===== config.mk =====
export PLATFORM = sky130hd
export DESIGN_NAME = eac_mul
export DESIGN_NICKNAME = d
export VERILOG_FILES = /design/src/design/eac_pkg.sv /design/src/design/eac_mul.sv
export SDC_FILE = /design/constraint.sdc
export NUM_CORES = 2
export LEC_CHECK = 0
export BUFFER_PORTS_ARGS = -buffer_cell sky130_fd_sc_hd__clkbuf_2
export CAP_MARGIN = 30
export CORE_UTILIZATION = 40
export DETAILED_ROUTE_END_ITERATION = 8
export GPL_TIMING_DRIVEN = 0
export PLACE_DENSITY = 0.69
export RECOVER_POWER = 100
export SETUP_SLACK_MARGIN = 0.02
export SLEW_MARGIN = 0
export SYNTH_ARGS = -nofsm -noshare
export SYNTH_HDL_FRONTEND = slang
export SYNTH_SLANG_ARGS = --single-unit

===== constraint.sdc =====
create_clock -name clock -period 6 [get_ports clock]
set_input_delay 0.3 -clock clock [delete_from_list [all_inputs] [get_ports clock]]
set_output_delay 0.3 -clock clock [all_outputs]
set_load 0.05 [all_outputs]

===== src/design/eac_pkg.sv =====
// Shared types, sizes and codes of the energy admission check block.
// No dependencies.
package eac_pkg;

   localparam int NUM_NODES        = 16;
   localparam int ENTRIES_PER_NODE = 16;
   localparam int NODE_W           = $clog2(NUM_NODES);
   localparam int SLOT_W           = $clog2(ENTRIES_PER_NODE);
   localparam int TABLE_DEPTH      = NUM_NODES * ENTRIES_PER_NODE;
   localparam int COUNT_W          = 5;
   localparam int OFFSET_W         = 31;
   localparam int THR_W            = 32;
   localparam int ENTRY_W          = OFFSET_W + THR_W;
   localparam int Q_SHIFT          = 14;
   localparam int DIV_W            = 33;
   localparam int DIV_CNT_W        = 6;
   localparam int MUL_A_W          = 18;
   localparam int MUL_B_W          = 33;
   localparam int PROD_W           = MUL_A_W + MUL_B_W;
   localparam int ACC_W            = 56;

   localparam logic [30:0] PERIOD_RESET = 31'd86400;
   localparam logic [15:0] RATE_RESET   = 16'd16384;
   localparam logic signed [MUL_A_W-1:0] Q_ONE = MUL_A_W'(16384);

   // configuration register indexes
   localparam logic CSR_PERIOD = 1'b0;
   localparam logic CSR_RATE   = 1'b1;

   typedef enum logic [1:0] {
      OP_WRITE = 2'd0,
      OP_COUNT = 2'd1,
      OP_CHECK = 2'd2
   } op_type;

   typedef enum logic [1:0] {
      CAUSE_NONE      = 2'd0,
      CAUSE_ENERGY    = 2'd1,
      CAUSE_OVERLAP   = 2'd2,
      CAUSE_THRESHOLD = 2'd3
   } cause_type;

   // request to the remainder unit
   typedef struct packed {
      logic              start;
      logic [DIV_W-1:0]  dividend;
      logic [30:0]       divisor;
   } div_req_type;

endpackage


===== src/design/eac_mul.sv =====
// Shared signed multiplier with a registered product.
// Depends on eac_pkg.
module eac_mul import eac_pkg::*; (
   input  logic                      clock,
   input  logic signed [MUL_A_W-1:0] mul_a,
   input  logic signed [MUL_B_W-1:0] mul_b,
   output logic signed [PROD_W-1:0]  prod
);

   logic signed [PROD_W-1:0] prod_ff, prod_in;

   assign prod_in = PROD_W'(mul_a) * PROD_W'(mul_b);

   always_ff @(posedge clock) begin
      prod_ff <= prod_in;
   end

   assign prod = prod_ff;

endmodule


* Word level (Yosys, flattened, before mapping)
Index checks and enable logic that the tools add are counted.
** Word-level totals
- Flip-flop bits (word level) :: 51
- Input bits :: 52
- Word-level logic and storage cells :: 2
** Operators by class
- Multipliers :: 1
** Operators by type and width (number)
- multiplier 18 x 33 -> 51 bit :: 1

* Logic depth before layout (Yosys ltp)
- Word-level depth :: 1
- Mapped depth :: 25
- Depth with buffers taken out :: 23

* Worst setup path before layout
OpenSTA, ideal clock, no wires.
- Path kind :: input to register
- Start :: in mul_b[24]
- End :: reg prod_ff[44], in the netlist prod[44]
- Setup time :: 0.124 ns
- Data arrival time :: 6.124 ns
- Setup slack :: -0.249 ns
- Stages on the path :: 23
- Path buffers :: 3
- Cell sequence :: clkbuf_1 -> clkbuf_1 -> nand2_1 -> fa_1 -> fa_1 -> fa_1 -> inv_1 -> fa_1 -> fa_1 -> inv_1 -> fa_1 -> inv_1 -> ha_1 -> clkbuf_1 -> nand2_1 -> nor2_1 -> o2111a_1 -> nor3_1 -> or4_4 -> a21oi_2 -> o21a_2 -> nor3_1 -> a2111o_1
** On the way
- Cells in the longest elaborated chain, start to end :: 1
** Ends and longest elaborated chain
- start: declaration :: RTL line eac_mul.sv:6 : input logic signed [MUL_B_W-1:0] mul_b,
- multiplier 18 x 33 -> 51 bit :: RTL line eac_mul.sv:12 : assign prod_in = PROD_W'(mul_a) * PROD_W'(mul_b);
- via prod_in[44] :: RTL line eac_mul.sv:10 : logic signed [PROD_W-1:0] prod_ff, prod_in;
- end signal: assignment :: RTL line eac_mul.sv:15 : prod_ff <= prod_in;
- end: declaration :: RTL line eac_mul.sv:10
The timed path passes the listed nets, and every way through them passes these cells.

* Final worst setup path
- Start :: in mul_a[15]
- End :: reg prod_ff[42], in the netlist prod[42]
** On the way
- Cells in the longest elaborated chain, start to end :: 1
** Ends and longest elaborated chain
- start: declaration :: RTL line eac_mul.sv:5 : input logic signed [MUL_A_W-1:0] mul_a,
- multiplier 18 x 33 -> 51 bit :: RTL line eac_mul.sv:12
- via prod_in[42] :: RTL line eac_mul.sv:10
The timed path passes the listed nets, and every way through them passes these cells.

==> flow_summary.json <==
{
  "io_pins": 103,
  "ys_ff_latch": 51,
  "htree_levels": 2,
  "relSlewSlack": 0.546,
  "io_buffer_count": 89,
  "fillerInstances": 4847,
  "final_cells": 3194,
  "drcViolationCount": 0,
  "netlist_area_sq_um": 21400,
  "async_flop_share": 0,
  "synth_nets": 3095,
  "synth.most_common_cell": "inv_1",
  "cp.buffers_inverters": 11,
  "grt_max_degree": 17,
  "gp_routability_congestion": 0.985,
  "synthTopCellsByArea": "fa_1 (53%), inv_1 (11%), ha_1 (7.2%), and2_1 (6.7%), nand2_1 (6.4%)",
  "grt_pass1_vias": 18000,
  "yosys-top-cells-count": "inv_1 (621), fa_1 (569), nand2_1 (363)",
  "drv_cap": 0,
  "slowest_delay_ns": 0.54,
  "grt_use_total": 0.249,
  "core-area_sq_um": 52700,
  "finalHoldViolCount": 0,
  "violations": "negative setup slack",
  "holdBufCountCts": 0,
  "synth.distinct_cells": 51,
  "gr-total-overflow": 0,
  "required_ns": 6.27,
  "status": "finished, violations left",
  "fin_ws_ns": -0.159,
  "synthToLayoutAreaGrowth_pct": 19.0,
  "cp.depth": 27,
  "cts_inserted_buffers": 5,
  "fin_crit_sh": 1.03,
  "synth_edf_count": 0,
  "yosysTopAreaCellShare": 0.533,
  "fp.dieH_microns": 233,
  "slew_viol_final": 0,
  "fp.dieArea_sq_um": 54300,
  "tightest_slew_ns": 0.674,
  "clk_path_buf_depth": 2,
  "antenna_found_initial": 4,
  "crit_path_top_delay_cell": "fa_1",
  "yosysSeqAreaShare": 0.0478,
  "grt_pass1_wl_microns": 101000,
  "hpwl_microns": 53500,
  "timing.final.crit_period_ns": 6.16,
  "nNetsFinal": 3248,
  "hp-class": "in -> reg",
  "first_pass_iters": 5,
  "cts_tree": "built",
  "crit_start": "mul_a[15]",
  "drt_wl_total_microns": 64500,
  "startpoint_type": "primary input",
  "synth.largest_area_cell": "fa_1",
  "cp-end-kind": "flip-flop",
  "fin_hold_ws_ns": 0.258,
  "setup_viol_count_final": 9,
  "drtIter0Drc": 1034,
  "viasPerCell": 5.06,
  "syn_avg_cell_area_sq_um": 9.09,
  "rsz0062_at_grt": "true",
  "crit_path_frequent_cell": "fa_1",
  "dp_cells": 3128,
  "syn_inst": 2351,
  "largest_reg_flops": 51,
  "wire_per_inst_microns": 20.2,
  "ant_nets": 0,
  "initial_core_util": 0.406,
  "cts-root-buf": "clkbuf_16",
  "critical_path.top_delay_family": "adder cells",
  "cp_max_fo": 10,
  "ys.flop_type": "dfxtp_1",
  "drive_above_1_share": 0.132,
  "fp.dieW_microns": 233,
  "rows": 84,
  "crit_arrival_ns": 6.43,
  "clkTransAtPathRegs_ns": 0.08,
  "fmax_mhz": 162,
  "numClockSinks": 51,
  "endpoint": "prod[42]",
  "ys_warn_count": 0,
  "vias": 16200,
  "critPathKind": "in -> reg"
}
==> cells by family after synthesis <==
group                    share of synthesized area
AO/OA/AOI/OAI                               0.0437
XOR/XNOR                                    0.0201
adder cells (fa/ha/maj)                      0.605
buffers and inverters                        0.128
flip-flops                                  0.0478
multiplexers                              0.000937
AND/OR/NAND/NOR                              0.154
==> routing by layer <==
layer	global-route usage	part of all wire	vias to the layer above	wire length, microns
met3	0.0608	0.090	178	5810
met4	0.0982	0.047	4	3010
met2	0.414	0.48	662	31100
met1	0.310	0.38	8274	24600
li1	-	-	7032	-
met5	0	0.00042	-	27
==> layout by cell type, fill, tap and decap left out, drive strengths merged, types with 4 or more instances in the layout <==
cell,instances
nor2,46
nand4,6
buf,98
o21ai,21
a21oi,45
inv,622
nor3,8
nand3,8
xor2,11
nand2b,10
o21bai,5
xnor2,38
ha,123
a21o,18
o31a,4
clkbuf,161
a31oi,7
and3,7
nand2,363
dfxtp,51
fa,569
and2,230
o21a,10
==> stage by stage <==
step / setup slack, ns / instance area, sq um / utilization / TNS, ns
after floorplan: 0.0192 / 21400 / - / 0
after global placement: -2.32 / 22700 / 0.432 / -35.03
after detailed placement: -1.87 / 22700 / 0.432 / -33.61
after CTS: -0.148 / 25000 / 0.474 / -0.481
after global routing: -0.347 / 25400 / 0.483 / -3.45
final: -0.159 / 25400 / 0.483 / -0.624
==> area by class of cell <==
cell class,count,area (sq um),area share
buffer,104,1600,0.0631
clock inverter,2,38.8,0.00153
multi-input combinational,1572,18300,0.721
antenna,1,2.50,0.0000984
tap,688,861,0.0339
sequential,51,1020,0.0402
clock buffer,6,139,0.00546
timing repair buffer,149,1100,0.0433
inverter,621,2330,0.0917
==> worst min-delay path by stage <==
| stage | from | to | slack, ns | cells after the start |
|---|---|---|---|---|
| after global routing | mul_a[0] | prod[0] | 0.28 | 2 |
| final | mul_a[0] | prod[0] | 0.26 | 2 |
| after floorplan | mul_a[0] | prod[0] | 0.42 | 1 |
| after detailed placement | mul_a[0] | prod[0] | 0.60 | 2 |
| after CTS | mul_a[0] | prod[0] | 0.25 | 2 |
| after global placement | mul_a[0] | prod[0] | 0.59 | 2 |
==> what timing repair did <==
action | in CTS | in global routing
cloned | 2 | 1
endpoints found under the setup margin | 28 | 17
buffers inserted | 43 | 15
endpoints found under the hold margin | 0 | 0
pin swaps | 54 | 52
resized for setup | 401 | 143
Power is not shown: default switching activity piles up to over one toggle a cycle in this logic, so the estimate is an artifact.
