## src/design/eac_pkg.sv

```systemverilog
// Shared types, sizes and codes of the energy admission check block.
// No dependencies.
package eac_pkg;

   localparam int NUM_NODES        = 16;
   localparam int ENTRIES_PER_NODE = 16;
   localparam int NODE_W           = $clog2(NUM_NODES);
   localparam int SLOT_W           = $clog2(ENTRIES_PER_NODE);
   localparam int TABLE_DEPTH      = NUM_NODES * ENTRIES_PER_NODE;
   localparam int COUNT_W          = 5;
   localparam int OFFSET_W         = 31;
   localparam int THR_W            = 32;
   localparam int ENTRY_W          = OFFSET_W + THR_W;
   localparam int Q_SHIFT          = 14;
   localparam int DIV_W            = 33;
   localparam int DIV_CNT_W        = 6;
   localparam int MUL_A_W          = 18;
   localparam int MUL_B_W          = 33;
   localparam int PROD_W           = MUL_A_W + MUL_B_W;
   localparam int ACC_W            = 56;

   localparam logic [30:0] PERIOD_RESET = 31'd86400;
   localparam logic [15:0] RATE_RESET   = 16'd16384;
   localparam logic signed [MUL_A_W-1:0] Q_ONE = MUL_A_W'(16384);

   // configuration register indexes
   localparam logic CSR_PERIOD = 1'b0;
   localparam logic CSR_RATE   = 1'b1;

   typedef enum logic [1:0] {
      OP_WRITE = 2'd0,
      OP_COUNT = 2'd1,
      OP_CHECK = 2'd2
   } op_type;

   typedef enum logic [1:0] {
      CAUSE_NONE      = 2'd0,
      CAUSE_ENERGY    = 2'd1,
      CAUSE_OVERLAP   = 2'd2,
      CAUSE_THRESHOLD = 2'd3
   } cause_type;

   // request to the remainder unit
   typedef struct packed {
      logic              start;
      logic [DIV_W-1:0]  dividend;
      logic [30:0]       divisor;
   } div_req_type;

endpackage

```

## src/design/eac_divider.sv

```systemverilog
// Restoring remainder unit: one dividend bit per cycle.
// Depends on eac_pkg.
module eac_divider import eac_pkg::*; (
   input  logic        clock,
   input  logic        reset,
   input  div_req_type div_req,
   output logic [30:0] rem,
   output logic        done
);

   logic                 busy_ff, busy_in;
   logic                 done_ff, done_in;
   logic [DIV_CNT_W-1:0] cnt_ff, cnt_in;
   logic [DIV_W-1:0]     num_ff, num_in;
   logic [30:0]          rem_ff, rem_in;
   logic [30:0]          div_ff, div_in;
   logic [31:0]          trial;
   logic                 fits;

   // shift in next dividend bit and try a subtract
   assign trial = {rem_ff, num_ff[DIV_W-1]};
   assign fits  = trial >= {1'b0, div_ff};

   always_comb begin
      busy_in = busy_ff;
      done_in = 1'b0;
      cnt_in  = cnt_ff;
      num_in  = num_ff;
      rem_in  = rem_ff;
      div_in  = div_ff;
      if (div_req.start) begin
         busy_in = 1'b1;
         cnt_in  = DIV_CNT_W'(DIV_W);
         num_in  = div_req.dividend;
         rem_in  = '0;
         div_in  = div_req.divisor;
      end else if (busy_ff) begin
         rem_in = fits ? 31'(trial - {1'b0, div_ff}) : trial[30:0];
         num_in = num_ff << 1;
         cnt_in = cnt_ff - 1'b1;
         if (cnt_ff == DIV_CNT_W'(1)) begin
            busy_in = 1'b0;
            done_in = 1'b1;
         end
      end
   end

   always_ff @(posedge clock) begin
      if (reset) begin
         busy_ff <= 1'b0;
         done_ff <= 1'b0;
         cnt_ff  <= '0;
      end else begin
         busy_ff <= busy_in;
         done_ff <= done_in;
         cnt_ff  <= cnt_in;
      end
      num_ff <= num_in;
      rem_ff <= rem_in;
      div_ff <= div_in;
   end

   assign rem  = rem_ff;
   assign done = done_ff;

endmodule

```

## config.mk

```make
export PLATFORM = sky130hd
export DESIGN_NAME = eac_divider
export DESIGN_NICKNAME = d
export VERILOG_FILES = /design/src/design/eac_pkg.sv /design/src/design/eac_divider.sv
export SDC_FILE = /design/constraint.sdc
export NUM_CORES = 1
export LEC_CHECK = 0
export BUFFER_PORTS_ARGS = -buffer_cell sky130_fd_sc_hd__buf_4
export CAP_MARGIN = 20
export CORE_MARGIN = 2
export CORE_UTILIZATION = 30
export CTS_BUF_LIST = sky130_fd_sc_hd__clkbuf_2 sky130_fd_sc_hd__clkbuf_4 sky130_fd_sc_hd__clkbuf_8
export DETAILED_ROUTE_END_ITERATION = 8
export GPL_ROUTABILITY_DRIVEN = 0
export PLACE_DENSITY_LB_ADDON = 0.12
export SYNTH_ARGS = -nofsm -noshare
export SYNTH_HDL_FRONTEND = slang
export SYNTH_SLANG_ARGS = --single-unit
```

## constraint.sdc

```tcl
create_clock -name clock -period 3.5 [get_ports clock]
set_input_delay 0.175 -clock clock [delete_from_list [all_inputs] [get_ports clock]]
set_output_delay 0.175 -clock clock [all_outputs]
set_load 0.02 [all_outputs]
```

==> Word level (Yosys, flattened, before mapping) <==
Cells that the tools add are included.
{ "totals": {"regBits": 103, "inputBits": 67} }
{ "op_classes": {"add_sub_neg": 2, "n_reduce_logical": 3, "n_eq_ne": 1, "magnitude_cmp": 1, "n_mux": 9, "bitwise_logic": 1} }
{ "op_table": {"columns": ["operator", "n"], "rows": [
  ["two-way mux 33 bit", 2],
  [">= comparator 32 x 31 -> 1 bit", 1],
  ["two-way mux 31 bit", 1],
  ["subtractor 31 bit", 1],
  ["two-way mux 6 bit", 2],
  ["== test 6 x 1 -> 1 bit, second input constant", 1],
  ["subtractor 6 x 1 -> 6 bit, second input constant", 1],
  ["two-way mux 1 bit", 4],
  ["OR reduction 3 bit", 1],
  ["nonzero test 2 bit", 1],
  ["OR reduction 2 bit", 1],
  ["inverter 1 bit", 1]
]} }

==> Logic depth before layout (Yosys ltp) <==
{ "depth": {"depth_word": 4, "ltp_mapped": 13} }

==> Worst setup path before layout <==
No wires, ideal clock.
{ "synth_timing": {"path_kind": "reg-to-reg", "from": "register rem_ff[0], in the netlist rem[0]", "to": "register rem_ff[30], in the netlist rem[30]", "arrival_ns": 2.687, "setup_time_ns": 0.070, "synth_period_minus_slack_ns": 2.757, "required_time_ns": 3.430, "stages_incl_launch_ff": 11, "path_slack_ns": 0.743, "cell_sequence": "dfxtp_1 -> inv_1 -> fa_1 -> nor2b_1 -> o21bai_1 -> a22oi_2 -> a221oi_2 -> o21ai_0 -> a211oi_1 -> a221o_1 -> a21oi_1"} }
{ "synth_via": {"elab_chain_len": 2} }
{ "synth_lines": {"columns": ["element", "line", "source"], "rows": [
  ["start: declaration", "eac_divider.sv:15", "logic [30:0] rem_ff, rem_in;"],
  ["start signal: assignment", "eac_divider.sv:59", "rem_ff <= rem_in;"],
  ["subtractor 31 bit or >= comparator 32 x 31 -> 1 bit (tied branches)", "eac_divider.sv:38, eac_divider.sv:22", null],
  ["two-way mux 31 bit *", "eac_divider.sv:38", "rem_in = fits ? 31'(trial - {1'b0, div_ff}) : trial[30:0];"]
]} }
Mark *: on every way between the ends. The rest lies on a longest branch, timed or not.
A chain may end at the register's enable or synchronous reset.

==> Final worst setup path <==
{ "layout_timing": {"from": "register div_ff[0]", "to": "register rem_ff[26], in the netlist rem[26]"} }
{ "layout_via": {"elab_chain_len": 2} }
{ "layout_lines": {"columns": ["element", "line", "source"], "rows": [
  ["start: declaration", "eac_divider.sv:16", "logic [30:0] div_ff, div_in;"],
  ["start signal: assignment", "eac_divider.sv:60", "div_ff <= div_in;"],
  ["subtractor 31 bit or >= comparator 32 x 31 -> 1 bit (tied branches)", "eac_divider.sv:38, eac_divider.sv:22", null],
  ["two-way mux 31 bit *", "eac_divider.sv:38", null]
]} }
Marks and branches as above.

==> results.yml <==
yosys:
  synth-edff-count: 64
  synthArstFlopShare_pct: 0
  synthMuxAreaShare_pct: 9.56
  yosys_register_bits: 103
  synth_most_common_cell: "edfxtp_1"
  synth_compound_area_share_pct: 16.6
  synth_cells: 570
  synth_top_area_share_pct: 32.7
  synth_top_family_by_area: "compound AO/OA/AOI/OAI gates"
  synthAdderAreaFrac_pct: 7.36
  synth.avg_cell_area_um2: 10.3
  ys_seq_area_share_pct: 46.0
  synth.area.top_cells: "edfxtp_1, dfxtp_1, ha_1, mux2_2, mux2i_1"
  synth_commonest_cells: "edfxtp_1, nor2_1, inv_1, nand2_1, dfxtp_1"
  yosys_warnings: 0
  yosys.area_share.simple_pct: 11.6
  synth_xor_area_share_pct: 4.17
  synth_top_area_cell: "edfxtp_1"
  ys.flop_type: "edfxtp_1"
  yosysUniqueCellTypes: 63
  synth_nets: 671
  syn_area_um2: 5880
clock_network:
  cts_setup_buffers: 0
  clk_path_buf_depth: 2
  clkSlewWorstSetupHoldPaths_ns: 0.12
  cts_made_buffers: 9
  holdBufCountCts: 32
  clock-sinks: 103
  cts_resized: 0
  root_buffer: "clkbuf_8"
  htreeDepth: 3
  cts_tree: "built"
  clk_latency_ns: 0.39
critical_path:
  crit_arrival_ns: 3.40
  reg2reg_from: "div_ff[0]"
  endpoint_kind: "flip-flop"
  required_ns: 3.82
  start_kind: "flip-flop"
  r2r_setup_slack_ns: 0.42
  critPathCapture: "rem[26]"
  startpoint: "div_ff[0]"
  ff2ff_path_depth: 11
  crit_type: "reg2reg"
  worstPathMaxFanout: 6
  worstReg2RegEnd: "rem[26]"
floorplan:
  die_y_um: 144
  die_area_um2: 20700
  start_util_pct: 30.4
  num_rows: 51
  core_um2: 19300
  die_w_um: 144
  io_pins: 99
grt:
  grt_usage_pct: 13.8
  grt_pass1_vias: 4542
  grt_overflow: 0
  antenna_found_initial: 1
  grt_pass1_wl_um: 22500
  grt_max_degree: 40
timing:
  slew_headroom_pct: 48.5
  min_period_over_period_pct: 88.1
  worst_clock_skew_ns: 0.0189
  slew_violations: 0
  setup_viol: 0
  post-route-min-period_ns: 3.08
  fmax_mhz: 324
  hold_viol: 0
  tns_ns: 0
  rsz0062_at_grt: "no"
  holdWs_ns: 0.0808
  tightest_slew_ns: 0.765
layout:
  layout.nets: 791
  n_fill_cell: 1940
  fin_util_pct: 38.4
  drive_gt1_share_pct: 24.0
  regArea_um2: 2700
  multiInputGateArea_um2: 2900
  area_growth_pct: 26.2
routing:
  drt-wirelength-per-cell_um: 14.6
  drt-initial-drc-count: 228
  drt_wl_total_um: 14000
  avgViaCountPerCell: 4.73
  dr.pass1.iters: 4
  drc: 0
  antenna_left: 0
  vias: 4541
power:
  ir_worst_vdd_mv: 0.186
  pwr_density_cell_nw_per_um2: 417
  power.leakage_nw: 3.10
  power_mw: 3.09
placement:
  dpl.hpwl_um: 10400
  portBuffers: 98
hold_path:
  min_from: "div_req[31]"
  hp-class: "in2reg"
flow_run:
  drv_cap: 0
run_status:
  status: "finished, final reports clean"
-- metal layers --
metal  global-route usage [%]  up-vias  routed length, um
met1                     17.0     2108               6480
met3                     4.30       14                791
met5                        0        -                  0
li1                         -     2320                  -
met4                     4.44        0                229
met2                     22.9       99               6500
-- final cells by class --
type	count	share of cell area [%]
Sequential cell	103	36.4
Tap cell	265	4.47
Antenna cell	1	0.0337
Multi-Input combinational cell	397	39.1
Clock inverter	7	1.20
Timing Repair Buffer	137	14.9
Clock buffer	9	1.67
Inverter	42	2.12
-- how the worst min path moves through the flow --
stage,depth (start not counted),endpoint
2_1_floorplan,0,div_ff[0]
3_5_place_dp,1,div_ff[23]
6_report,2,num_ff[0]
5_1_grt,2,num_ff[18]
4_1_cts,2,num_ff[19]
3_3_place_gp,1,div_ff[11]
-- metrics by stage --
stage / cell area [um^2] / setup WS, ns / std cells
2_1_floorplan: 5880 / 0.743 / 570
3_3_place_gp: 6880 / 0.462 / 912
3_5_place_dp: 6880 / 0.429 / 912
4_1_cts: 7420 / 0.375 / 960
5_1_grt: 7420 / 0.0615 / 961
6_report: 7420 / 0.416 / 961
-- worst max-delay path, cell delays in order (launching register included) --
cell      delay [ns]
edfxtp_1        0.39
ha_1            0.22
fa_1            0.42
nor2b_1         0.18
o21bai_1        0.13
a22oi_2         0.23
a221oi_2        0.12
o21ai_0         0.63
a21oi_1         0.19
xnor2_1         0.17
mux2i_1         0.09
a211oi_1        0.23
-- power by group --
group	switching (mW)	total, mW	leakage (nW)	internal, mW
registers	0.0626	1.47	0.956	1.40
clock network	0.469	0.818	0.109	0.349
logic	0.426	0.807	2.03	0.381
total	0.958	3.09	3.10	2.13
-- state kept, by name, summed over array words and instances (netlist names) --
signal	flops
done	1
cnt_ff	6
rem	31
div_ff	31
busy_ff	1
num_ff	33
-- cell families after synthesis --
kind of cell | after synthesis
and+or+nand+nor | 145
AOI/OAI and AO/OA | 138
DFF | 103
buffers and inverters | 70
muxes | 52
adders and majority gates | 34
xor gates and xnor gates | 28
-- cells in the final DEF, fill, tap and decap left out, types with 3 or more instances in the layout --
master	synthesis	layout
dlygate4sd3_1	0	32
mux2i_1	19	19
or3_1	4	4
mux2_2	33	33
a211oi_1	22	22
nand2_1	42	42
o211ai_1	5	5
and3_1	4	4
buf_4	3	105
nor4b_1	3	3
edfxtp_1	64	64
nand3_1	10	10
nand4_1	4	4
o21ai_0	21	21
nor3_1	14	14
nor2b_1	7	7
nor2_1	43	43
a21oi_1	24	24
dfxtp_1	39	38
inv_6	0	3
o21a_1	4	4
a211o_1	3	3
a31oi_1	5	5
xnor2_1	20	20
o21ai_1	5	5
o22ai_1	3	3
clkbuf_8	0	9
a21o_1	16	16
xor2_1	8	8
ha_1	33	33
nand2b_1	5	5
inv_1	42	42
(Power assumes the default switching activity.)
