## src/design/eac_ram.sv

```systemverilog
// Generic single-write, single-read RAM with registered read data.
// No dependencies.
module eac_ram #(
   parameter int WIDTH = 8,
   parameter int DEPTH = 16
) (
   input  logic                     clock,
   input  logic                     wr_en,
   input  logic [$clog2(DEPTH)-1:0] wr_addr,
   input  logic [WIDTH-1:0]         wr_data,
   input  logic [$clog2(DEPTH)-1:0] rd_addr,
   output logic [WIDTH-1:0]         rd_data
);

   logic [WIDTH-1:0] mem_ff [DEPTH];
   logic [WIDTH-1:0] rd_data_ff;

   always_ff @(posedge clock) begin
      if (wr_en) begin
         mem_ff[wr_addr] <= wr_data;
      end
      rd_data_ff <= mem_ff[rd_addr];
   end

   assign rd_data = rd_data_ff;

endmodule

```

## config.mk

```make
export PLATFORM = sky130hd
export DESIGN_NAME = eac_ram
export DESIGN_NICKNAME = d
export VERILOG_FILES = /design/src/design/eac_ram.sv
export SDC_FILE = /design/constraint.sdc
export NUM_CORES = 1
export LEC_CHECK = 0
export BUFFER_PORTS_ARGS = -buffer_cell sky130_fd_sc_hd__buf_2
export CORE_ASPECT_RATIO = 0.6
export CORE_UTILIZATION = 23
export CTS_CLUSTER_DIAMETER = 50
export DETAILED_ROUTE_END_ITERATION = 7
export PLACE_DENSITY = 0.39
export SYNTH_ARGS = -nofsm -noshare
export SYNTH_HDL_FRONTEND = slang
export SYNTH_SLANG_ARGS = --single-unit
```

## constraint.sdc

```tcl
create_clock -name clock -period 1.87 [get_ports clock]
set_input_delay 0.374 -clock clock [delete_from_list [all_inputs] [get_ports clock]]
set_output_delay 0.374 -clock clock [all_outputs]
set_load 0.01 [all_outputs]
```

# Word-level counts from Yosys, hierarchy flattened
# Memory sizes are Yosys's and may differ from the RTL's. A register that Yosys moved wholly into a read port is not among the register bits.
# Index checks and enable logic that the tools add are counted.
op_classes:
  muxes: 2
ops:
  columns: ["cell", "count"]
  rows:
  - ["1-bit 2-to-1 mux", 2]
totals:
  in_bits: 18
  regBits: 0
  out_inout_bits: 8
  mem_count: 1
  ram_bits: 128
  word_cells: 3
mem_list:
  columns: ["name", "words", "width", "read_ports", "rd_clocked_by_memory_dff", "wr", "line_no", "rtl"]
  rows:
  - ["mem_ff", 16, 8, 1, 1, 1, "15", "logic [WIDTH-1:0] mem_ff [DEPTH];"]

# Logic depth before layout (Yosys ltp)
# Gate-level depths: netlist (run 1).
logic_depth:
  ltp_word: 2
  ltp_mapped: 5
  ltp_nobuf: 3

# Worst setup path after synthesis (run 1)
# Ideal clock, no wire load.
synth_timing:
  path_type: "input-to-reg"
  from: "in wr_addr[2]"
  to: "mem mem_ff[0][0] (enable)"
  required_time_ns: 1.487
  setup_ns: 0.383
  arrival_time_ns: 1.484
  stages: 2
  path_buffers: 0
  path_slack_ns: 0.003
  cell_sequence: "or3b_2 -> nor3_1"
synth_lines:
  columns: ["element", "line_no", "rtl"]
  rows:
  - ["from (decl)", "9", "input logic [$clog2(DEPTH)-1:0] wr_addr,"]
  - ["to (decl)", "15", null]
# No word-level cell before the write port.

# Final worst setup path (run 1)
layout_timing:
  from: "in wr_addr[2]"
  to: "mem mem_ff[0][3] (enable)"
# No word-level cell before the write port.

==> results of run 1 <==
through the flow:
stage	cell area, sq um	worst slack [ns]	total power [mW]	utilization (%)	instances
after floorplan	5150	0.00313	3.67	-	229
after global placement	5780	0.00962	3.84	26.9	550
after detailed placement	5780	0.0270	3.84	26.9	550
after CTS	6390	0.468	7.32	29.8	582
after global routing	6390	0.452	7.48	29.8	582
final	6390	0.468	7.24	29.8	582
metal layers:
layer,global-route usage (%),up-vias,wire (um)
li1,-,1096,-
met1,15.4,1293,5710
met2,15.2,59,4970
met3,3.41,7,666
met4,4.13,0,70
met5,0,-,0
cells in the mapped netlist:
library cell,n
nand2b_1,2
dfxtp_1,8
buf_6,3
edfxtp_1,128
clkdlybuf4s25_2,3
buf_2,3
mux4_1,14
nor2_1,13
or3b_2,1
and2_1,1
and2b_1,1
nor3_1,4
nand3b_1,2
buf_4,1
nand3_1,1
mux4_2,18
nor2b_1,1
nand2_1,9
a22oi_1,16
state kept, by name, summed over array words and instances (netlist names):
register and cells:
mem_ff 128, rd_data 8
power groups by stage:
stage | sequential, mW | combinational [mW] | clock, mW
detailed placement | 3.50 | 0.344 | 0
CTS | 3.43 | 0.344 | 3.54
global route | 3.44 | 0.367 | 3.68
global placement | 3.50 | 0.342 | 0
finish | 3.43 | 0.334 | 3.48
floorplan | 3.50 | 0.173 | 0
critical path, delay by kind of cell:
kind | cells | cell delay, ns
AND/OR/NAND/NOR | 2 | 0.75
buffers and inverters | 2 | 0.38
placed cells by master, fill, tap and decap left out, types with 2 or more instances in the layout:
master and instances:
dfxtp_1 8, nand3b_1 2, buf_4 24, nand2b_1 2, clkinv_2 4, clkinv_1 2, nand2_1 9, bufinv_16 4
nor3_1 4, clkbuf_16 17, mux4_1 14, buf_2 25, clkinvlp_4 2, nor2_1 13, buf_12 3, mux4_2 18
a22oi_1 16, clkinv_4 2, edfxtp_1 128
area by class of cell:
| type | count | area share (%) |
|---|---|---|
| clock buffers | 18 | 6.87 |
| clock inverters | 14 | 2.82 |
| multi-input cells | 83 | 16.5 |
| flip-flops and latches | 136 | 62.6 |
| well taps | 279 | 5.46 |
| repair buffers | 52 | 5.71 |
path summary, 6_finish.rpt:
path	start	slack, ns	depth (start not counted)	end
worst max register to register	mem_ff[1][1]	0.51	3	rd_data[1]
worst min-delay path	wr_data[7]	0.35	1	mem_ff[2][7]
worst min register to register	mem_ff[15][1]	0.67	3	rd_data[1]
worst max-delay path	wr_addr[2]	0.47	4	mem_ff[0][3]
kinds of logic after synthesis:
group / Yosys count
simple gates: 35
compound gates: 16
mux: 32
buf+inv: 10
flops: 136
==> out/qor.csv, run 1 <==
stage,metric,value,unit
pwr,Clock power frac,48.0,%
clocking,CTS Sinks,136,
detailed_routing,drt initial violations,163,
timing,Max Slew Vio Count,0,
logic_synthesis,syn avg cell area,22.5,sq um
logic_synthesis,Area contributors post-synth,"edfxtp_1, mux4_2, mux4_1, dfxtp_1, a22oi_1",
logic_synthesis,mux contribution to synthesized area,15.0,%
timing,count of final setup violators,0,
setup_path,CP arrival,1.51,ns
setup_path,Slowest cell on crit path,or3b_2,
detailed_routing,vias per cell,4.22,
die,Starting Density,23.9,%
timing,Fin Hold WS,0.347,ns
logic_synthesis,Post-Synth Simple-Gate Area,3.18,%
clocking,Longest Clk Path Bufs,2,
logic_synthesis,Synth top area share,74.7,%
final_layout,area added between synthesis and finish,24.2,%
pwr,Worst IR Drop VDD,0.583,mV
final_layout,Nets,308,
clocking,CTS Root Cell,clkbuf_16,
setup_path,CP required,1.98,ns
timing,Hold Fails Final Rpt,0,
logic_synthesis,Mapped Cells,229,
final_layout,Fillers,2077,
place,Buffers on Ports,25,
detailed_routing,Post-route DRC,0,
logic_synthesis,Syn Nets,247,
setup_path,"Worst Path Class, Setup",in -> reg,
detailed_routing,Post-Route WL,11400,um
logic_synthesis,Synth Area in XOR/XNOR,0,%
detailed_routing,Antenna Nets Post-Route,0,
final_layout,FF+latch area,4000,sq um
setup_path,element type at the critical path start,input port,
logic_synthesis,Unique masters post-synth,19,
run,number of max-cap violations,0,
setup_path,CP Capture Type,register,
global_route,gr usage total,10.8,%
clocking,Post-CTS Setup Inserts,0,
logic_synthesis,Syn. warnings,0,
place,hpwl dp,7790,um
logic_synthesis,Netlist Area Pre-Place,5150,sq um
die,height of the die,118,um
timing,Worst-Margin Slew,0.919,ns
global_route,largest net degree at the start of global routing,33,
logic_synthesis,compound-cell area share of the yosys netlist,2.33,%
detailed_routing,DR pass1 iterations,4,
global_route,vias in the first global route,2590,
die,Die X,195,um
die,core region area,21500,sq um
pwr,static leakage,2.15,nW
timing,Tcrit/Tclk final,74.9,%
clocking,Clock Latency Late Sink,0.41,ns
logic_synthesis,"Seq/Total Area, Yosys",77.8,%
clocking,# resized after CTS,0,
clocking,CTS tree,yes,
clocking,CTS HTree Levels,4,
logic_synthesis,Synth Register Bits,136,
clocking,Post-CTS Hold Fix Bufs,0,
pwr,PD cells,1130,nW/um^2
timing,Slew headroom,38.6,%
die,row cnt,41,
pwr,internal power,5.80,mW
setup_path,Crit Path Max Fanout,8,
setup_path,max incr delay on CP,0.52,ns
min_path,HP Class,in -> reg,
detailed_routing,drt wl/cell,19.6,um
timing,Tmin final,1.40,ns
setup_path,cell breakdown of the critical path,"buf_2, or3b_2, nor3_1, buf_4",
global_route,first-pass GRT wire length,17100,um
pwr,Switching Fraction,19.9,%
logic_synthesis,largest family of logic cells by synthesized area,multiplexers,
final_layout,share of layout cells above drive strength 1,33.3,%
die,io pins,26,
global_route,initial antenna violation count,0,
clocking,Num CTS Buffers,17,
clocking,Clock transition at path regs,0.06,ns
pwr,Sw Pwr,1.44,mW
detailed_routing,total number of vias,2455,
global_route,global route overflow,0,
final_layout,# diodes,0,
pwr,Seq pwr share,47.4,%
place,GP Congestion,0.695,
logic_synthesis,Yosys top cell by area,edfxtp_1,
final_layout,area of the multi-input gates,1060,sq um
timing,RSZ-0062 raised after global routing,no,
die,die area,23000,sq um
timing,Setup TNS Final,0,ns
timing,f_max,0.714,GHz
pwr,power share of the combinational group,4.6,%
outcome,status,finished clean,
timing,clock skew,0.00484,ns
logic_synthesis,Synth Area in Adders,0,%
Power figures use the tool's default switching activity.
==> run 2: changes to the inputs <==
Settings changed: ABC_AREA set to 1, PLACE_DENSITY 0.39 to 0.38.
Clock period 1.87 ns to 1.3 ns, I/O delays scaled along.
==> run 2 against run 1 <==
Die area is 12% higher. Critical endpoint is now rd_data[0]. Clock-buffer cell count grew 6. Largest cell class unchanged. Non-clock buffer count is 6 higher. Cell area up 12%. Synthesized cell count is 140% higher. First-iteration DRC count increased by 130%. Worst hold slack worse by 0.12 ns. Total power increased by 50%. Via count is 53% higher. Critical path depth decreased by 3. Wire length increased by 37%. Cell count up 61%.
==> out/qor.csv, run 2 <==
stage,metric,value,unit
timing,setup ws final,0.0475,ns
timing,Hold Fails Final Rpt,0,
final_layout,most flop-heavy register,mem_ff,
setup_path,cell breakdown of the critical path,buf_2,
timing,Fin Hold WS,0.228,ns
min_path,Hold Path End,rd_data[3],
setup_path,R2R depth,6,
min_path,HP Class,in -> reg,
min_path,worst hold path startpoint,rd_addr[3],
timing,Slew headroom,70.4,%
setup_path,"Worst Path Class, Setup",reg -> out,
pwr,PD cells,1510,nW/um^2
timing,Tcrit/Tclk final,96.3,%
die,height of the die,125,um
logic_synthesis,Area contributors post-synth,"edfxtp_1, nand2_1, nand3_1, inv_1, dfxtp_1",
logic_synthesis,Syn Nets,569,
setup_path,Slowest cell on crit path,dfxtp_2,
final_layout,"commonest non-fill, non-tap cells in the layout","nand2_1, edfxtp_1, inv_1",
timing,count of final setup violators,0,
setup_path,FF-to-FF setup slack,0.20,ns
detailed_routing,Antenna Nets Post-Route,0,
logic_synthesis,Post-Synth Simple-Gate Area,21.0,%
global_route,vias in the first global route,3721,
final_layout,area added between synthesis and finish,24.0,%
timing,clock skew,0.0124,ns
logic_synthesis,top post-synthesis cells by count,"nand2_1, edfxtp_1, inv_1, nand3_1, nor2_1",
detailed_routing,DR pass1 iterations,5,
timing,f_max,0.798,GHz
logic_synthesis,Syn. warnings,0,
setup_path,max incr delay on CP,0.41,ns
logic_synthesis,Main synth FF type,edfxtp_1,
place,Buffers on Ports,25,
die,io pins,26,
logic_synthesis,Synth Area in XOR/XNOR,0,%
die,core region area,24400,sq um
place,pre-CTS WS,-0.209,ns
final_layout,Nets,622,
detailed_routing,vias per cell,3.99,
logic_synthesis,mux contribution to synthesized area,0,%
setup_path,CP top delay family,flip-flops,
pwr,Worst IR Drop VDD,0.761,mV
place,GP Congestion,0.783,
setup_path,r2r startpoint,mem_ff[7][0],
clocking,Post-CTS Setup Inserts,0,
setup_path,Crit Path Max Fanout,1,
logic_synthesis,Netlist Area Pre-Place,5770,sq um
detailed_routing,Post-Route WL,15600,um
logic_synthesis,asr flop ratio synth,0,%
place,hpwl dp,10300,um
setup_path,CP required,1.04,ns
clocking,Longest Clk Path Bufs,2,
logic_synthesis,Synth top area share,66.7,%
die,Starting Density,23.6,%
detailed_routing,total number of vias,3746,
logic_synthesis,"Seq/Total Area, Yosys",69.4,%
timing,Setup TNS Final,0,ns
clocking,CTS tree,yes,
detailed_routing,Post-route DRC,0,
die,die area,25700,sq um
min_path,hold depth,3,
logic_synthesis,Mapped Cells,551,
setup_path,CP Capture Type,output port,
final_layout,# diodes,0,
global_route,initial antenna violation count,0,
die,row cnt,44,
logic_synthesis,compound-cell area share of the yosys netlist,0,%
logic_synthesis,Synth Area in Adders,0,%
final_layout,share of layout cells above drive strength 1,14.6,%
logic_synthesis,top-count cell post-synth,nand2_1,
global_route,global route overflow,0,
logic_synthesis,Synth Register Bits,136,
clocking,Clock transition at path regs,0.06,ns
timing,RSZ-0062 raised after global routing,no,
pwr,static leakage,3.04,nW
detailed_routing,drt initial violations,369,
setup_path,element type at the critical path start,register,
clocking,Num CTS Buffers,17,
setup_path,CP arrival,0.99,ns
detailed_routing,drt wl/cell,16.7,um
clocking,CTS HTree Levels,4,
logic_synthesis,Post-synth EDFFs,128,
timing,Max Slew Vio Count,0,
timing,Tmin final,1.25,ns
logic_synthesis,Unique masters post-synth,12,
run,number of max-cap violations,0,
logic_synthesis,Yosys top cell by area,edfxtp_1,
global_route,first-pass GRT wire length,24100,um
global_route,largest net degree at the start of global routing,38,
logic_synthesis,largest family of logic cells by synthesized area,simple AND/OR/NAND/NOR gates,
clocking,CTS Sinks,136,
final_layout,max reg flops,128,
outcome,status,finished clean,
logic_synthesis,syn avg cell area,10.5,sq um
setup_path,FF-to-FF End,rd_data[0],
die,Die X,206,um
final_layout,"most common cell after layout, fill and taps aside",nand2_1,
clocking,CTS Root Cell,clkbuf_16,
timing,Worst-Margin Slew,0.444,ns
clocking,Clock Latency Late Sink,0.42,ns
global_route,gr usage total,13.2,%
setup_path,critical path buffer and inverter count,1,
## run 2: cell count changes after synthesis, sizes merged, moves of 3 or more
cell           previous run  this run
a22oi                    16         0
nand2                     9       173
nand3                     1        97
nor3                      4         0
clkdlybuf4s25             3         0
buf                       7        24
inv                       0       102
nor2                     13        17
mux4                     32         0
## run 2: cell type report
class	count	area, sq um
sequential	136	4010
inverter	102	383
fill	2528	17200
clock buffer	24	492
multi-input combinational	289	1210
tap	322	403
clock inverter	8	143
timing repair buffer	58	510
## run 2: logic make-up after synthesis
group                  count (synthesis)
DFF                                  136
buffers and inverters                126
and+or+nand+nor                      289
## run 2: per-layer routing
layer	track usage, %	wire length [um]	vias to the layer above
met5	0	0	-
met4	2.72	34	0
met3	3.45	878	2
met2	17.4	6380	61
met1	21.1	8350	1805
li1	-	-	1878
## run 2: through the flow
step	std cells	cell area [sq um]	util [%]	power (mW)
2_1_floorplan	551	5770	-	5.38
3_3_place_gp	907	6510	26.7	5.76
3_5_place_dp	907	6510	26.7	5.76
4_1_cts	939	7150	29.3	11.0
5_1_grt	939	7150	29.3	11.2
6_report	939	7150	29.3	10.8
## run 2: worst max-delay path by stage
stage	start	endpoint	slack (ns)	cells after the start
finish	rd_data[0]	rd_data[0]	0.05	1
global route	rd_data[0]	rd_data[0]	0.03	1
CTS	rd_data[0]	rd_data[0]	0.05	1
detailed placement	rd_addr[0]	rd_data[5]	-0.21	9
global placement	rd_addr[0]	rd_data[0]	-0.19	9
floorplan	wr_addr[3]	mem_ff[4][0]	0.09	2
## run 2: what timing repair did
action                                 in CTS  in global routing
setup endpoints to repair                   1                  0
hold buffers                                0                  0
endpoints found under the hold margin       0                  0
gates resized for setup                     1                  0
## run 2: power breakdown
part,leakage [nW],switching (mW),internal [mW]
registers,1.22,0.0355,4.90
logic,1.51,0.473,0.238
clock network,0.310,1.77,3.41
==> run 3: changes to the inputs <==
Settings changed: GPL_ROUTABILITY_DRIVEN set to 1, RECOVER_POWER set to 100.
==> run 3 against run 2 <==
Clock skew is 0.0017 ns higher. Core utilization is 0.31 points lower. First-iteration DRC count is 2.2% lower. Combinational power is 2% lower. Cell count stayed put. Maximum frequency is 0.12% higher. Via count is 0.93% higher. Critical path depth stayed put. Setup slack better by 0.0015 ns.
==> out/qor.csv, run 3 (synthesized netlist as in run 2, its figures left out) <==
stage,metric,value,unit
outcome,status,finished clean,
global_route,vias in the first global route,3721,
detailed_routing,Post-route DRC,0,
setup_path,Crit Path Max Fanout,1,
timing,clock skew,0.0141,ns
clocking,Post-CTS Setup Inserts,0,
setup_path,element type at the critical path start,register,
die,io pins,26,
die,Starting Density,23.6,%
timing,Slew headroom,30.5,%
global_route,first-pass GRT wire length,24100,um
setup_path,FF-to-FF setup slack,0.16,ns
timing,f_max,0.799,GHz
detailed_routing,DR pass1 iterations,5,
global_route,met3 track demand over resource,3.45,%
global_route,met2 Use GR,17.4,%
timing,Tmin final,1.25,ns
pwr,static leakage,2.95,nW
pwr,Total Power,10.8,mW
clocking,CTS Root Cell,clkbuf_16,
detailed_routing,Post-Route WL,15700,um
final_layout,area added between synthesis and finish,22.7,%
die,height of the die,125,um
final_layout,Final Cell Area,7070,sq um
setup_path,Slowest cell on crit path,dfxtp_2,
timing,Worst-Margin Slew,1.04,ns
clocking,Post-CTS Hold Fix Bufs,0,
final_layout,Final Core Density,29.0,%
run,number of max-cap violations,0,
global_route,largest net degree at the start of global routing,38,
final_layout,Finished Layout Cells,939,
setup_path,FF-to-FF End,rd_data[5],
min_path,worst hold path startpoint,rd_addr[3],
detailed_routing,drt wl/cell,16.7,um
detailed_routing,vias per cell,4.03,
setup_path,CP arrival,0.99,ns
final_layout,# diodes,0,
place,GP Congestion,0.783,
pwr,Worst IR Drop VDD,0.768,mV
final_layout,Fillers,2547,
timing,Tcrit/Tclk final,96.2,%
setup_path,"Worst Path Class, Setup",reg -> out,
timing,Max Slew Vio Count,0,
setup_path,max incr delay on CP,0.41,ns
clocking,CTS Sinks,136,
final_layout,"commonest non-fill, non-tap cells in the layout","nand2_1, edfxtp_1, inv_1",
global_route,global route overflow,0,
clocking,CTS tree,yes,
global_route,global-route layer with the greatest usage,met1,
final_layout,max reg flops,128,
detailed_routing,total number of vias,3781,
timing,Hold Fails Final Rpt,0,
setup_path,cell breakdown of the critical path,clkbuf_2,
final_layout,Nets,622,
place,Inst Count DP,907,
final_layout,share of layout cells above drive strength 1,10.2,%
timing,count of final setup violators,0,
min_path,HP Class,in -> reg,
final_layout,"most common cell after layout, fill and taps aside",nand2_1,
timing,Setup TNS Final,0,ns
detailed_routing,drt initial violations,361,
setup_path,CP required,1.04,ns
setup_path,CP top delay family,flip-flops,
global_route,met1 GRT Util,21.1,%
final_layout,most flop-heavy register,mem_ff,
setup_path,r2r startpoint,mem_ff[6][5],
clocking,Clock Latency Late Sink,0.42,ns
place,Buffers on Ports,25,
die,row cnt,44,
timing,RSZ-0062 raised after global routing,no,
setup_path,R2R depth,6,
global_route,initial antenna violation count,0,
min_path,hold depth,3,
clocking,Longest Clk Path Bufs,2,
pwr,PD cells,1530,nW/um^2
setup_path,CP Capture Type,output port,
min_path,Hold Path End,rd_data[3],
clocking,CTS HTree Levels,4,
place,DP Area,6510,sq um
place,hpwl dp,10300,um
die,core region area,24400,sq um
setup_path,critical path buffer and inverter count,1,
die,die area,25700,sq um
die,Die X,206,um
detailed_routing,Antenna Nets Post-Route,0,
clocking,Num CTS Buffers,17,
clocking,Clock transition at path regs,0.06,ns
global_route,gr usage total,13.2,%
==> run 3: how the worst max path moves through the flow <==
stage               start      endpoint  slack, ns  depth (start not counted)
2_1_floorplan  wr_addr[3]  mem_ff[4][0]       0.09                          2
3_3_place_gp   rd_addr[0]    rd_data[0]      -0.19                          9
3_5_place_dp   rd_addr[0]    rd_data[5]      -0.21                          9
4_1_cts        rd_data[0]    rd_data[0]       0.05                          1
5_1_grt        rd_data[0]    rd_data[0]       0.03                          1
6_report       rd_data[0]    rd_data[0]       0.05                          1
==> run 3: what timing repair did <==
action                                  in CTS  in global routing
resized for setup                            1                  0
hold endpoints to repair                     0                  0
endpoints found under the setup margin       1                  0
==> run 3: layout make-up <==
cell class,instances,area (sq um),area share (%)
Sequential cell,136,4010,56.6
Timing Repair Buffer,58,434,6.14
Clock buffer,24,492,6.95
Inverter,102,383,5.41
Tap cell,322,403,5.70
Clock inverter,8,143,2.02
Multi-Input combinational cell,289,1210,17.2
==> run 3: metal layers <==
| layer | wire (um) | share of wire [%] |
|---|---|---|
| met3 | 615 | 3.9 |
| met1 | 8750 | 56 |
| met5 | 0 | 0 |
| met4 | 74 | 0.47 |
| met2 | 6270 | 40 |
==> run 3: through the flow <==
stage	worst slack (ns)	hold slack, ns
after floorplan	0.0892	0.359
after global placement	-0.189	0.654
after detailed placement	-0.209	0.652
after CTS	0.0542	0.208
after global routing	0.0289	0.237
final	0.0490	0.225
==> run 3: power by group <==
| group | total (mW) | internal, mW | switching, mW |
|---|---|---|---|
| Combinational | 0.696 | 0.220 | 0.476 |
| Sequential | 4.94 | 4.91 | 0.0364 |
| Clock | 5.18 | 3.41 | 1.77 |
==> run 3: tightest hold or removal path: cells and delay by family <==
family,cells,cell delay (ns)
buf+inv,1,0.18
simple gates,2,0.14
